<file path="config.mk">
export PLATFORM = sky130hd
export DESIGN_NAME = edit_distance_engine
export DESIGN_NICKNAME = d
export VERILOG_FILES = /design/src/rtl/ede_pkg.sv /design/src/rtl/ede_ram.sv /design/src/rtl/ede_ctrl.sv /design/src/rtl/ede_dp.sv /design/src/rtl/edit_distance_engine.sv
export VERILOG_INCLUDE_DIRS = /design/src /design/src/rtl
export SDC_FILE = /design/constraint.sdc
export NUM_CORES = 2
export LEC_CHECK = 0
export ABC_AREA = 1
export ABC_CLOCK_PERIOD_IN_PS = 14690
export BUFFER_PORTS_ARGS = -buffer_cell sky130_fd_sc_hd__buf_2
export CAP_MARGIN = 15
export CORE_UTILIZATION = 34
export CTS_BUF_LIST = sky130_fd_sc_hd__clkbuf_4
export DETAILED_ROUTE_END_ITERATION = 6
export GPL_TIMING_DRIVEN = 0
export PLACE_DENSITY_LB_ADDON = 0.08
export SETUP_SLACK_MARGIN = 0.3
export SLEW_MARGIN = 20
export SYNTH_ARGS = -nofsm -noshare
export SYNTH_HDL_FRONTEND = slang
export SYNTH_SLANG_ARGS = --single-unit
</file>
<file path="constraint.sdc">
create_clock -name i_clk -period 14.69 [get_ports i_clk]
set_input_delay 0.7345 -clock i_clk [delete_from_list [all_inputs] [get_ports i_clk]]
set_output_delay 0.7345 -clock i_clk [all_outputs]
set_load 0.02 [all_outputs]
</file>
<file path="src/rtl/edit_distance_engine_defines.svh">
// assertion macros shared by the edit distance engine
`ifndef EDIT_DISTANCE_ENGINE_DEFINES_SVH
`define EDIT_DISTANCE_ENGINE_DEFINES_SVH

`ifndef ASSERT_OFF

// same-cycle implication, checked at every rising edge out of reset
`define EDE_ASSERT_NOW(lbl, clk, rst_n, ante, cons) \
    lbl: assert property (@(posedge clk) disable iff (!rst_n) (ante) |-> (cons)) \
        else $error("edit distance engine check failed");

// next-cycle implication, checked at every rising edge out of reset
`define EDE_ASSERT_NEXT(lbl, clk, rst_n, ante, cons) \
    lbl: assert property (@(posedge clk) disable iff (!rst_n) (ante) |=> (cons)) \
        else $error("edit distance engine check failed");

`else

`define EDE_ASSERT_NOW(lbl, clk, rst_n, ante, cons)
`define EDE_ASSERT_NEXT(lbl, clk, rst_n, ante, cons)

`endif

`endif

</file>
<file path="src/rtl/ede_pkg.sv">
// types and constants shared by the edit distance engine modules
`timescale 1ns / 1ps

package ede_pkg;

    localparam int KIND_W   = 2;
    localparam int SYM_W    = 8;
    localparam int DIST_W   = 7;
    localparam logic [DIST_W-1:0] DIST_MAX = 7'd127;

    // input item kinds; the spare code is ignored
    typedef enum logic [KIND_W-1:0] {
        KIND_APPEND_FIRST  = 2'd0,
        KIND_APPEND_SECOND = 2'd1,
        KIND_COMPUTE       = 2'd2
    } t_kind;

    // commands from the controller to the datapath
    typedef enum logic [2:0] {
        OP_NONE   = 3'd0,
        OP_APP_A  = 3'd1,
        OP_APP_B  = 3'd2,
        OP_START  = 3'd3,
        OP_INIT   = 3'd4,
        OP_ROW    = 3'd5,
        OP_CELL   = 3'd6,
        OP_FINISH = 3'd7
    } t_dp_op;

    // status from the datapath to the controller
    typedef struct packed {
        logic j_last;
        logic i_last;
        logic n_zero;
        logic m_zero;
        logic out_free;
    } t_dp_status;

endpackage

</file>
<file path="src/rtl/ede_ram.sv">
// generic simple dual-port ram with registered read
`timescale 1ns / 1ps

module ede_ram #(
    parameter int WIDTH  = 8,
    parameter int DEPTH  = 64,
    parameter int ADDR_W = 6
) (
    input  logic              i_clk,
    input  logic              i_we,
    input  logic [ADDR_W-1:0] i_waddr,
    input  logic [WIDTH-1:0]  i_wdata,
    input  logic [ADDR_W-1:0] i_raddr,
    output logic [WIDTH-1:0]  o_rdata
);

    logic [WIDTH-1:0] r_mem [DEPTH];
    logic [WIDTH-1:0] r_rdata;

    // one write and one registered read per cycle
    always_ff @(posedge i_clk) begin
        if (i_we) begin
            r_mem[i_waddr] <= i_wdata;
        end
        r_rdata <= r_mem[i_raddr];
    end

    assign o_rdata = r_rdata;

endmodule

</file>
<file path="src/rtl/ede_ctrl.sv">
// controller state machine of the edit distance engine
`timescale 1ns / 1ps

module ede_ctrl (
    input  logic                          i_clk,
    input  logic                          i_rst_n,
    input  logic                          i_in_valid,
    input  logic [ede_pkg::KIND_W-1:0]    i_kind,
    input  ede_pkg::t_dp_status           i_status,
    output logic                          o_in_stall,
    output ede_pkg::t_dp_op               o_op
);
    import ede_pkg::*;

    typedef enum logic [4:0] {
        S_IDLE = 5'b00001,
        S_INIT = 5'b00010,
        S_ROW  = 5'b00100,
        S_CELL = 5'b01000,
        S_DONE = 5'b10000
    } t_state;

    t_state r_state;
    t_state n_state;
    t_dp_op w_op;

    // next state and datapath command
    always_comb begin
        n_state = r_state;
        w_op    = OP_NONE;
        case (r_state)
            S_IDLE: begin
                if (i_in_valid) begin
                    case (i_kind)
                        KIND_APPEND_FIRST:  w_op = OP_APP_A;
                        KIND_APPEND_SECOND: w_op = OP_APP_B;
                        KIND_COMPUTE: begin
                            w_op    = OP_START;
                            n_state = S_INIT;
                        end
                        default: w_op = OP_NONE;
                    endcase
                end
            end
            S_INIT: begin
                w_op = OP_INIT;
                if (i_status.j_last) begin
                    n_state = i_status.n_zero ? S_DONE : S_ROW;
                end
            end
            S_ROW: begin
                w_op = OP_ROW;
                if (!i_status.m_zero) begin
                    n_state = S_CELL;
                end else if (i_status.i_last) begin
                    n_state = S_DONE;
                end
            end
            S_CELL: begin
                w_op = OP_CELL;
                if (i_status.j_last) begin
                    n_state = i_status.i_last ? S_DONE : S_ROW;
                end
            end
            S_DONE: begin
                if (i_status.out_free) begin
                    w_op    = OP_FINISH;
                    n_state = S_IDLE;
                end
            end
            default: n_state = S_IDLE;
        endcase
    end

    // state register
    always_ff @(posedge i_clk) begin
        if (!i_rst_n) begin
            r_state <= S_IDLE;
        end else begin
            r_state <= n_state;
        end
    end

    assign o_in_stall = (r_state != S_IDLE);
    assign o_op       = w_op;

endmodule

</file>
<file path="src/rtl/ede_dp.sv">
// datapath of the edit distance engine: string stores, row buffer, cell update
`timescale 1ns / 1ps

module ede_dp #(
    parameter int MAX_LEN = 64
) (
    input  logic                          i_clk,
    input  logic                          i_rst_n,
    input  ede_pkg::t_dp_op               i_op,
    input  logic [ede_pkg::SYM_W-1:0]     i_symbol,
    input  logic                          i_out_stall,
    output ede_pkg::t_dp_status           o_status,
    output logic                          o_out_valid,
    output logic [ede_pkg::DIST_W-1:0]    o_distance,
    output logic                          o_truncated
);
    import ede_pkg::*;

    localparam int LW  = $clog2(MAX_LEN + 1);
    localparam int SAW = (MAX_LEN > 1) ? $clog2(MAX_LEN) : 1;
    localparam int OW  = (LW > DIST_W) ? LW : DIST_W;

    // lengths, flag and output register
    logic [LW-1:0]     r_n, n_n;
    logic [LW-1:0]     r_m, n_m;
    logic              r_ovf, n_ovf;
    logic              r_out_valid, n_out_valid;
    logic [DIST_W-1:0] r_distance;
    logic              r_truncated;

    // row walk registers
    logic [LW-1:0]     r_i, n_i;
    logic [LW-1:0]     r_j, n_j;
    logic [LW-1:0]     r_left, n_left;
    logic [LW-1:0]     r_diag, n_diag;

    // memory ports
    logic              w_a_we, w_b_we, w_row_we;
    logic [SAW-1:0]    w_a_raddr, w_b_raddr;
    logic [LW-1:0]     w_row_waddr, w_row_wdata, w_row_raddr;
    logic [SYM_W-1:0]  w_a_rdata, w_b_rdata;
    logic [LW-1:0]     w_up;

    logic              w_full_a, w_full_b;
    logic [LW-1:0]     w_i_m1, w_j_p1;
    logic [LW-1:0]     w_min1, w_min2, w_cell;
    logic [OW-1:0]     w_left_ext;
    logic [DIST_W-1:0] w_dist;
    logic              w_out_free;

    assign w_full_a = (r_n == LW'(MAX_LEN));
    assign w_full_b = (r_m == LW'(MAX_LEN));
    assign w_i_m1   = r_i - LW'(1);
    assign w_j_p1   = r_j + LW'(1);

    // cell update: copy diagonal on match, else one plus the smallest neighbor
    assign w_min1 = (r_left < w_up) ? r_left : w_up;
    assign w_min2 = (w_min1 < r_diag) ? w_min1 : r_diag;
    assign w_cell = (w_a_rdata == w_b_rdata) ? r_diag : (w_min2 + LW'(1));

    // distance saturates to the field width
    assign w_left_ext = OW'(r_left);
    assign w_dist     = (w_left_ext > OW'(DIST_MAX)) ? DIST_MAX : w_left_ext[DIST_W-1:0];

    assign w_out_free = !r_out_valid || !i_out_stall;

    // string store writes
    assign w_a_we    = (i_op == OP_APP_A) && !w_full_a;
    assign w_b_we    = (i_op == OP_APP_B) && !w_full_b;
    assign w_a_raddr = w_i_m1[SAW-1:0];
    assign w_b_raddr = (i_op == OP_CELL) ? r_j[SAW-1:0] : '0;

    // row buffer ports
    assign w_row_we    = (i_op == OP_INIT) || (i_op == OP_ROW) || (i_op == OP_CELL);
    assign w_row_waddr = (i_op == OP_ROW) ? '0 : r_j;
    assign w_row_raddr = (i_op == OP_CELL) ? w_j_p1 : LW'(1);

    always_comb begin
        case (i_op)
            OP_INIT: w_row_wdata = r_j;
            OP_ROW:  w_row_wdata = r_i;
            default: w_row_wdata = w_cell;
        endcase
    end

    // next values
    always_comb begin
        n_n         = r_n;
        n_m         = r_m;
        n_ovf       = r_ovf;
        n_i         = r_i;
        n_j         = r_j;
        n_left      = r_left;
        n_diag      = r_diag;
        n_out_valid = r_out_valid && i_out_stall;
        case (i_op)
            OP_APP_A: begin
                if (w_full_a) begin
                    n_ovf = 1'b1;
                end else begin
                    n_n = r_n + LW'(1);
                end
            end
            OP_APP_B: begin
                if (w_full_b) begin
                    n_ovf = 1'b1;
                end else begin
                    n_m = r_m + LW'(1);
                end
            end
            OP_START: begin
                n_i = LW'(1);
                n_j = '0;
            end
            OP_INIT: begin
                n_left = r_j;
                n_j    = w_j_p1;
            end
            OP_ROW: begin
                n_left = r_i;
                n_diag = w_i_m1;
                n_j    = LW'(1);
                if (r_m == '0) begin
                    n_i = r_i + LW'(1);
                end
            end
            OP_CELL: begin
                n_left = w_cell;
                n_diag = w_up;
                n_j    = w_j_p1;
                if (r_j == r_m) begin
                    n_i = r_i + LW'(1);
                end
            end
            OP_FINISH: begin
                n_out_valid = 1'b1;
                n_n         = '0;
                n_m         = '0;
                n_ovf       = 1'b0;
            end
            default: n_n = r_n;
        endcase
    end

    // control registers
    always_ff @(posedge i_clk) begin
        if (!i_rst_n) begin
            r_n         <= '0;
            r_m         <= '0;
            r_ovf       <= 1'b0;
            r_out_valid <= 1'b0;
        end else begin
            r_n         <= n_n;
            r_m         <= n_m;
            r_ovf       <= n_ovf;
            r_out_valid <= n_out_valid;
        end
    end

    // payload registers
    always_ff @(posedge i_clk) begin
        r_i    <= n_i;
        r_j    <= n_j;
        r_left <= n_left;
        r_diag <= n_diag;
        if (i_op == OP_FINISH) begin
            r_distance  <= w_dist;
            r_truncated <= r_ovf;
        end
    end

    // first string store
    ede_ram #(
        .WIDTH  (SYM_W),
        .DEPTH  (MAX_LEN),
        .ADDR_W (SAW)
    ) u_first_ram (
        .i_clk   (i_clk),
        .i_we    (w_a_we),
        .i_waddr (r_n[SAW-1:0]),
        .i_wdata (i_symbol),
        .i_raddr (w_a_raddr),
        .o_rdata (w_a_rdata)
    );

    // second string store
    ede_ram #(
        .WIDTH  (SYM_W),
        .DEPTH  (MAX_LEN),
        .ADDR_W (SAW)
    ) u_second_ram (
        .i_clk   (i_clk),
        .i_we    (w_b_we),
        .i_waddr (r_m[SAW-1:0]),
        .i_wdata (i_symbol),
        .i_raddr (w_b_raddr),
        .o_rdata (w_b_rdata)
    );

    // dynamic-programming row buffer
    ede_ram #(
        .WIDTH  (LW),
        .DEPTH  (MAX_LEN + 1),
        .ADDR_W (LW)
    ) u_row_ram (
        .i_clk   (i_clk),
        .i_we    (w_row_we),
        .i_waddr (w_row_waddr),
        .i_wdata (w_row_wdata),
        .i_raddr (w_row_raddr),
        .o_rdata (w_up)
    );

    assign o_status.j_last   = (r_j == r_m);
    assign o_status.i_last   = (r_i == r_n);
    assign o_status.n_zero   = (r_n == '0);
    assign o_status.m_zero   = (r_m == '0);
    assign o_status.out_free = w_out_free;

    assign o_out_valid = r_out_valid;
    assign o_distance  = r_distance;
    assign o_truncated = r_truncated;

endmodule

</file>
<file path="src/rtl/edit_distance_engine.sv">
// top level of the edit distance engine
// Levenshtein edit distance engine. Items of kind 0 and 1 append a byte to the first or
// second string (up to MAX_LEN each; later appends are dropped and flagged). An item of
// kind 2 computes the distance, delivers it with the dropped-append flag as one result
// transfer, and clears both strings; kind 3 is ignored. A compute fills the table of
// (n + 1) * (m + 1) cells for lengths n and m, one cell per cycle, set by the one read
// and one write port of the row buffer memory; the input is stalled until the compute ends.
// A finished result sits in an output register, so appends are taken while it waits, and a
// following compute holds in its last step until the previous result has been taken.
`timescale 1ns / 1ps
`include "edit_distance_engine_defines.svh"

module edit_distance_engine #(
    parameter int MAX_LEN = 64
) (
    input  logic                          i_clk,
    input  logic                          i_rst_n,
    input  logic                          i_in_valid,
    output logic                          o_in_stall,
    input  logic [ede_pkg::KIND_W-1:0]    i_kind,
    input  logic [ede_pkg::SYM_W-1:0]     i_symbol,
    output logic                          o_out_valid,
    input  logic                          i_out_stall,
    output logic [ede_pkg::DIST_W-1:0]    o_distance,
    output logic                          o_truncated
);
    import ede_pkg::*;

    t_dp_op     w_op;
    t_dp_status w_status;

    // sequencer
    ede_ctrl u_ctrl (
        .i_clk      (i_clk),
        .i_rst_n    (i_rst_n),
        .i_in_valid (i_in_valid),
        .i_kind     (i_kind),
        .i_status   (w_status),
        .o_in_stall (o_in_stall),
        .o_op       (w_op)
    );

    // storage and cell arithmetic
    ede_dp #(
        .MAX_LEN (MAX_LEN)
    ) u_dp (
        .i_clk       (i_clk),
        .i_rst_n     (i_rst_n),
        .i_op        (w_op),
        .i_symbol    (i_symbol),
        .i_out_stall (i_out_stall),
        .o_status    (w_status),
        .o_out_valid (o_out_valid),
        .o_distance  (o_distance),
        .o_truncated (o_truncated)
    );

    // a result is never loaded over one that is still waiting
    `EDE_ASSERT_NOW(a_no_overwrite, i_clk, i_rst_n, w_op == OP_FINISH, !(o_out_valid && i_out_stall))

    // finishing a compute always presents a result next cycle
    `EDE_ASSERT_NEXT(a_finish_shows, i_clk, i_rst_n, w_op == OP_FINISH, o_out_valid)

    // a result appears only after a finish command
    `EDE_ASSERT_NOW(a_valid_source, i_clk, i_rst_n, $rose(o_out_valid), $past(w_op == OP_FINISH))

    // the input is held off while the table is being walked
    `EDE_ASSERT_NOW(a_busy_stalls, i_clk, i_rst_n, w_op == OP_CELL || w_op == OP_ROW, o_in_stall)

endmodule
</file>
==> impl_metrics.ini <==
[logic_synthesis]
synthArstFlopShare_pct = 0
yosys-top-cells-area = edfxtp_1 (72%), nand2_1 (3.9%), nor2_1 (3.3%)
synthDistinctLibCells = 51
syn_area_per_cell_um2 = 12.81
synth_top_cell_by_area = edfxtp_1
synth.top_cell.area_share_pct = 71.91
syn_nets = 4974
yosysSeqAreaShare_pct = 73.31
synth_top_flop_cell = edfxtp_1
syn_inst = 4938
synth.cell_area_mm2 = 0.06326
synth_edf_count = 1515
ys_ff_latch = 1559
yosys_warnings = 0

[clock_tree]
htreeDepth = 5
clock-sinks = 1559
cts-buffers-inserted = 439
cts_tree = yes
insertion_delay_ns = 1.40
cts_root_buf = clkbuf_4
cts_buffer_depth = 4
clkSlewWorstSetupHoldPaths_ns = 0.07
cts_setup_buffers = 0

[setup_path]
required_ns = 15.93
cp.arrival_ns = 7.38
end_kind = flip-flop
path_class = flip-flop to flip-flop
cp_max_fo = 10
cp-start-kind = flip-flop
timing.rr.start = u_dp.r_i[0]
r2r_end = u_dp.u_first_ram.o_rdata[7]
rr_worst_depth = 14
timing.reg2reg.setup_slack_ns = 8.55

[sta]
hold_ws_ns = 0.3186
tns_ns = 0
rsz0062_at_grt = no
setup_ws_ns = 8.549
hold_viol_final = 0
tightest_slew_ns = 1.208
min_period_ns = 6.141
max_freq_mhz = 162.9
slew-limit-headroom_pct = 19.49
skew_ns = 0.1124
slew_viol_final = 0
setup_viol = 0
post-route-period-util_pct = 41.80

[placement]
hpwlAfterDp_um = 162700
port_buffers = 23
place_congestion = 0.9412
place_worst_setup_slack_ns = 8.848

[cells_and_area]
fin_nets = 5482
multiInputGateArea_mm2 = 0.01514
regArea_mm2 = 0.04637
final_common_cell = edfxtp_1
nFillCells = 17970
area_growth_pct = 15.38
final_cell_mix = edfxtp_1 (1515), clkbuf_4 (684), nand2_1 (653), nor2_1 (545), o21ai_0 (410)
layout-drive-gt1-share_pct = 17.22

[global_routing]
grt_pass1_wl_um = 332000
grt_pass1_vias = 43870
grt_max_degree = 97
antenna_found_initial = 18
grt-ovfl-total = 0
track_usage_pct = 25.16

[floorplanning]
std_cell_rows = 157
die_area_mm2 = 0.1878
core_mm2 = 0.1839
pin_count = 24
floorplan.initialDensity_pct = 34.41
dieHeight_um = 433.3
die_w_um = 433.3

[hold_path]
hold_class = input pin to flip-flop
min_path_cells = 2
holdPathEnd = u_dp.u_first_ram.r_mem[31][5]
hp-start = i_symbol[5]

[detailed_routing]
drt_iter0_markers = 4973
firstDrtPassIters = 6
routed_wl_um = 239200
drcViolationCount = 0
via_per_inst = 5.468
drtAntennaViolNets = 0
wl_per_cell_um = 28.96
vias = 45160

[pwr]
p_leak_nw = 23.98
p_total_w = 0.01067
power_density_mw_per_mm2 = 146.2
vdd_drop_max_uv = 88.38

[outcome]
outcome = finished clean

[job]
max_cap_violations = 0
[layer usage]
layer / part of all wire, % / vias up / wire [µm] / GRT usage, %
li1: - / 19810 / - / -
met1: 45 / 22930 / 106600 / 35.99
met2: 44 / 2009 / 106300 / 37.88
met3: 8.2 / 405 / 19610 / 5.356
met4: 2.8 / 4 / 6610 / 8.226
met5: 0.013 / - / 30 / 0
[metrics by stage]
step | util [%] | cells | cell area, µm²
4_1_cts | 39.67 | 8248 | 72930
3_3_place_gp | 36.15 | 7425 | 66460
3_5_place_dp | 36.54 | 7456 | 67190
6_report | 39.70 | 8258 | 72990
2_1_floorplan | - | 4938 | 63260
5_1_grt | 39.70 | 8257 | 72990
[cell families (layout without fill, tap and decap cells)]
group	after synthesis	in the layout	synth area share, %
XOR/XNOR	32	32	0.4430
multiplexers	14	14	0.2215
AND/OR/NAND/NOR	1567	1567	10.32
other	0	10	0
flip-flops	1559	1559	73.31
AO/OA/AOI/OAI	1283	1283	12.28
buffers and inverters	461	1307	3.000
adder cells (fa/ha/maj)	22	22	0.4351
[power by group]
group          internal, W  total [W]  switching [W]
Clock              0.00217    0.00406        0.00189
Combinational     0.000329    0.00138        0.00105
Sequential         0.00521    0.00524      0.0000343
Total              0.00770     0.0107        0.00297
[final cells by class]
| class | count | share of cell area [%] |
|---|---|---|
| multi-input combinational | 2918 | 20.75 |
| inverter | 129 | 0.6634 |
| tap | 2464 | 4.224 |
| buffer | 332 | 1.946 |
| clock buffer | 684 | 7.035 |
| antenna | 10 | 0.03428 |
| clock inverter | 95 | 0.6531 |
| timing repair buffer | 67 | 1.161 |
| sequential | 1559 | 63.54 |
[registers in the layout, indices dropped and copies added, names as in the netlist, 8 cells and up]
| signal | flops |
|---|---|
| u_dp.u_first_ram.o_rdata | 8 |
| u_dp.u_second_ram.o_rdata | 8 |
| u_dp.u_second_ram.r_mem | 512 |
| u_dp.u_first_ram.r_mem | 512 |
| u_dp.u_row_ram.r_mem | 455 |
[synth_stat cells, types with 32 or more instances]
cell / n
a21oi_1: 279
a31o_2: 42
buf_2: 79
clkbuf_1: 210
dfxtp_1: 44
edfxtp_1: 1515
inv_1: 116
nand2_1: 656
nand3_1: 247
nor2_1: 552
o211ai_1: 106
o21ai_0: 410
o21ai_1: 32
o221ai_1: 109
o22ai_1: 237
or2_2: 37
[how the worst max path moves through the flow]
stage          cells past startpoint  slack, ns           start                           to
2_1_floorplan                     17       9.26  u_dp.r_left[6]   u_dp.u_row_ram.r_mem[0][1]
3_3_place_gp                      17       5.78  u_dp.r_left[6]  u_dp.u_row_ram.r_mem[31][1]
3_5_place_dp                      14       8.85     u_dp.r_i[0]  u_dp.u_first_ram.o_rdata[6]
4_1_cts                           14       8.80     u_dp.r_i[0]  u_dp.u_first_ram.o_rdata[6]
5_1_grt                           14       8.64     u_dp.r_i[0]  u_dp.u_first_ram.o_rdata[6]
6_report                          14       8.55     u_dp.r_i[0]  u_dp.u_first_ram.o_rdata[7]
[worst max-delay path: stages, from the launching register on]
cell	delay (ns)
edfxtp_1	0.38
buf_2	0.30
clkinv_1	0.29
clkbuf_1	0.69
clkbuf_1	0.74
ha_1	0.46
inv_1	0.26
clkbuf_1	0.63
clkbuf_1	0.73
o21ai_0	0.20
o22ai_1	0.18
nor2_1	0.08
o21ai_0	0.66
o211ai_1	0.15
nand2_1	0.22
[what timing repair did]
item | 4_1_cts | 5_1_grt
endpoints found under the hold margin | 455 | 0
hold buffers | 13 | 0
gates resized for setup | 0 | 0
Note: power is estimated with default switching activity, not from simulation.
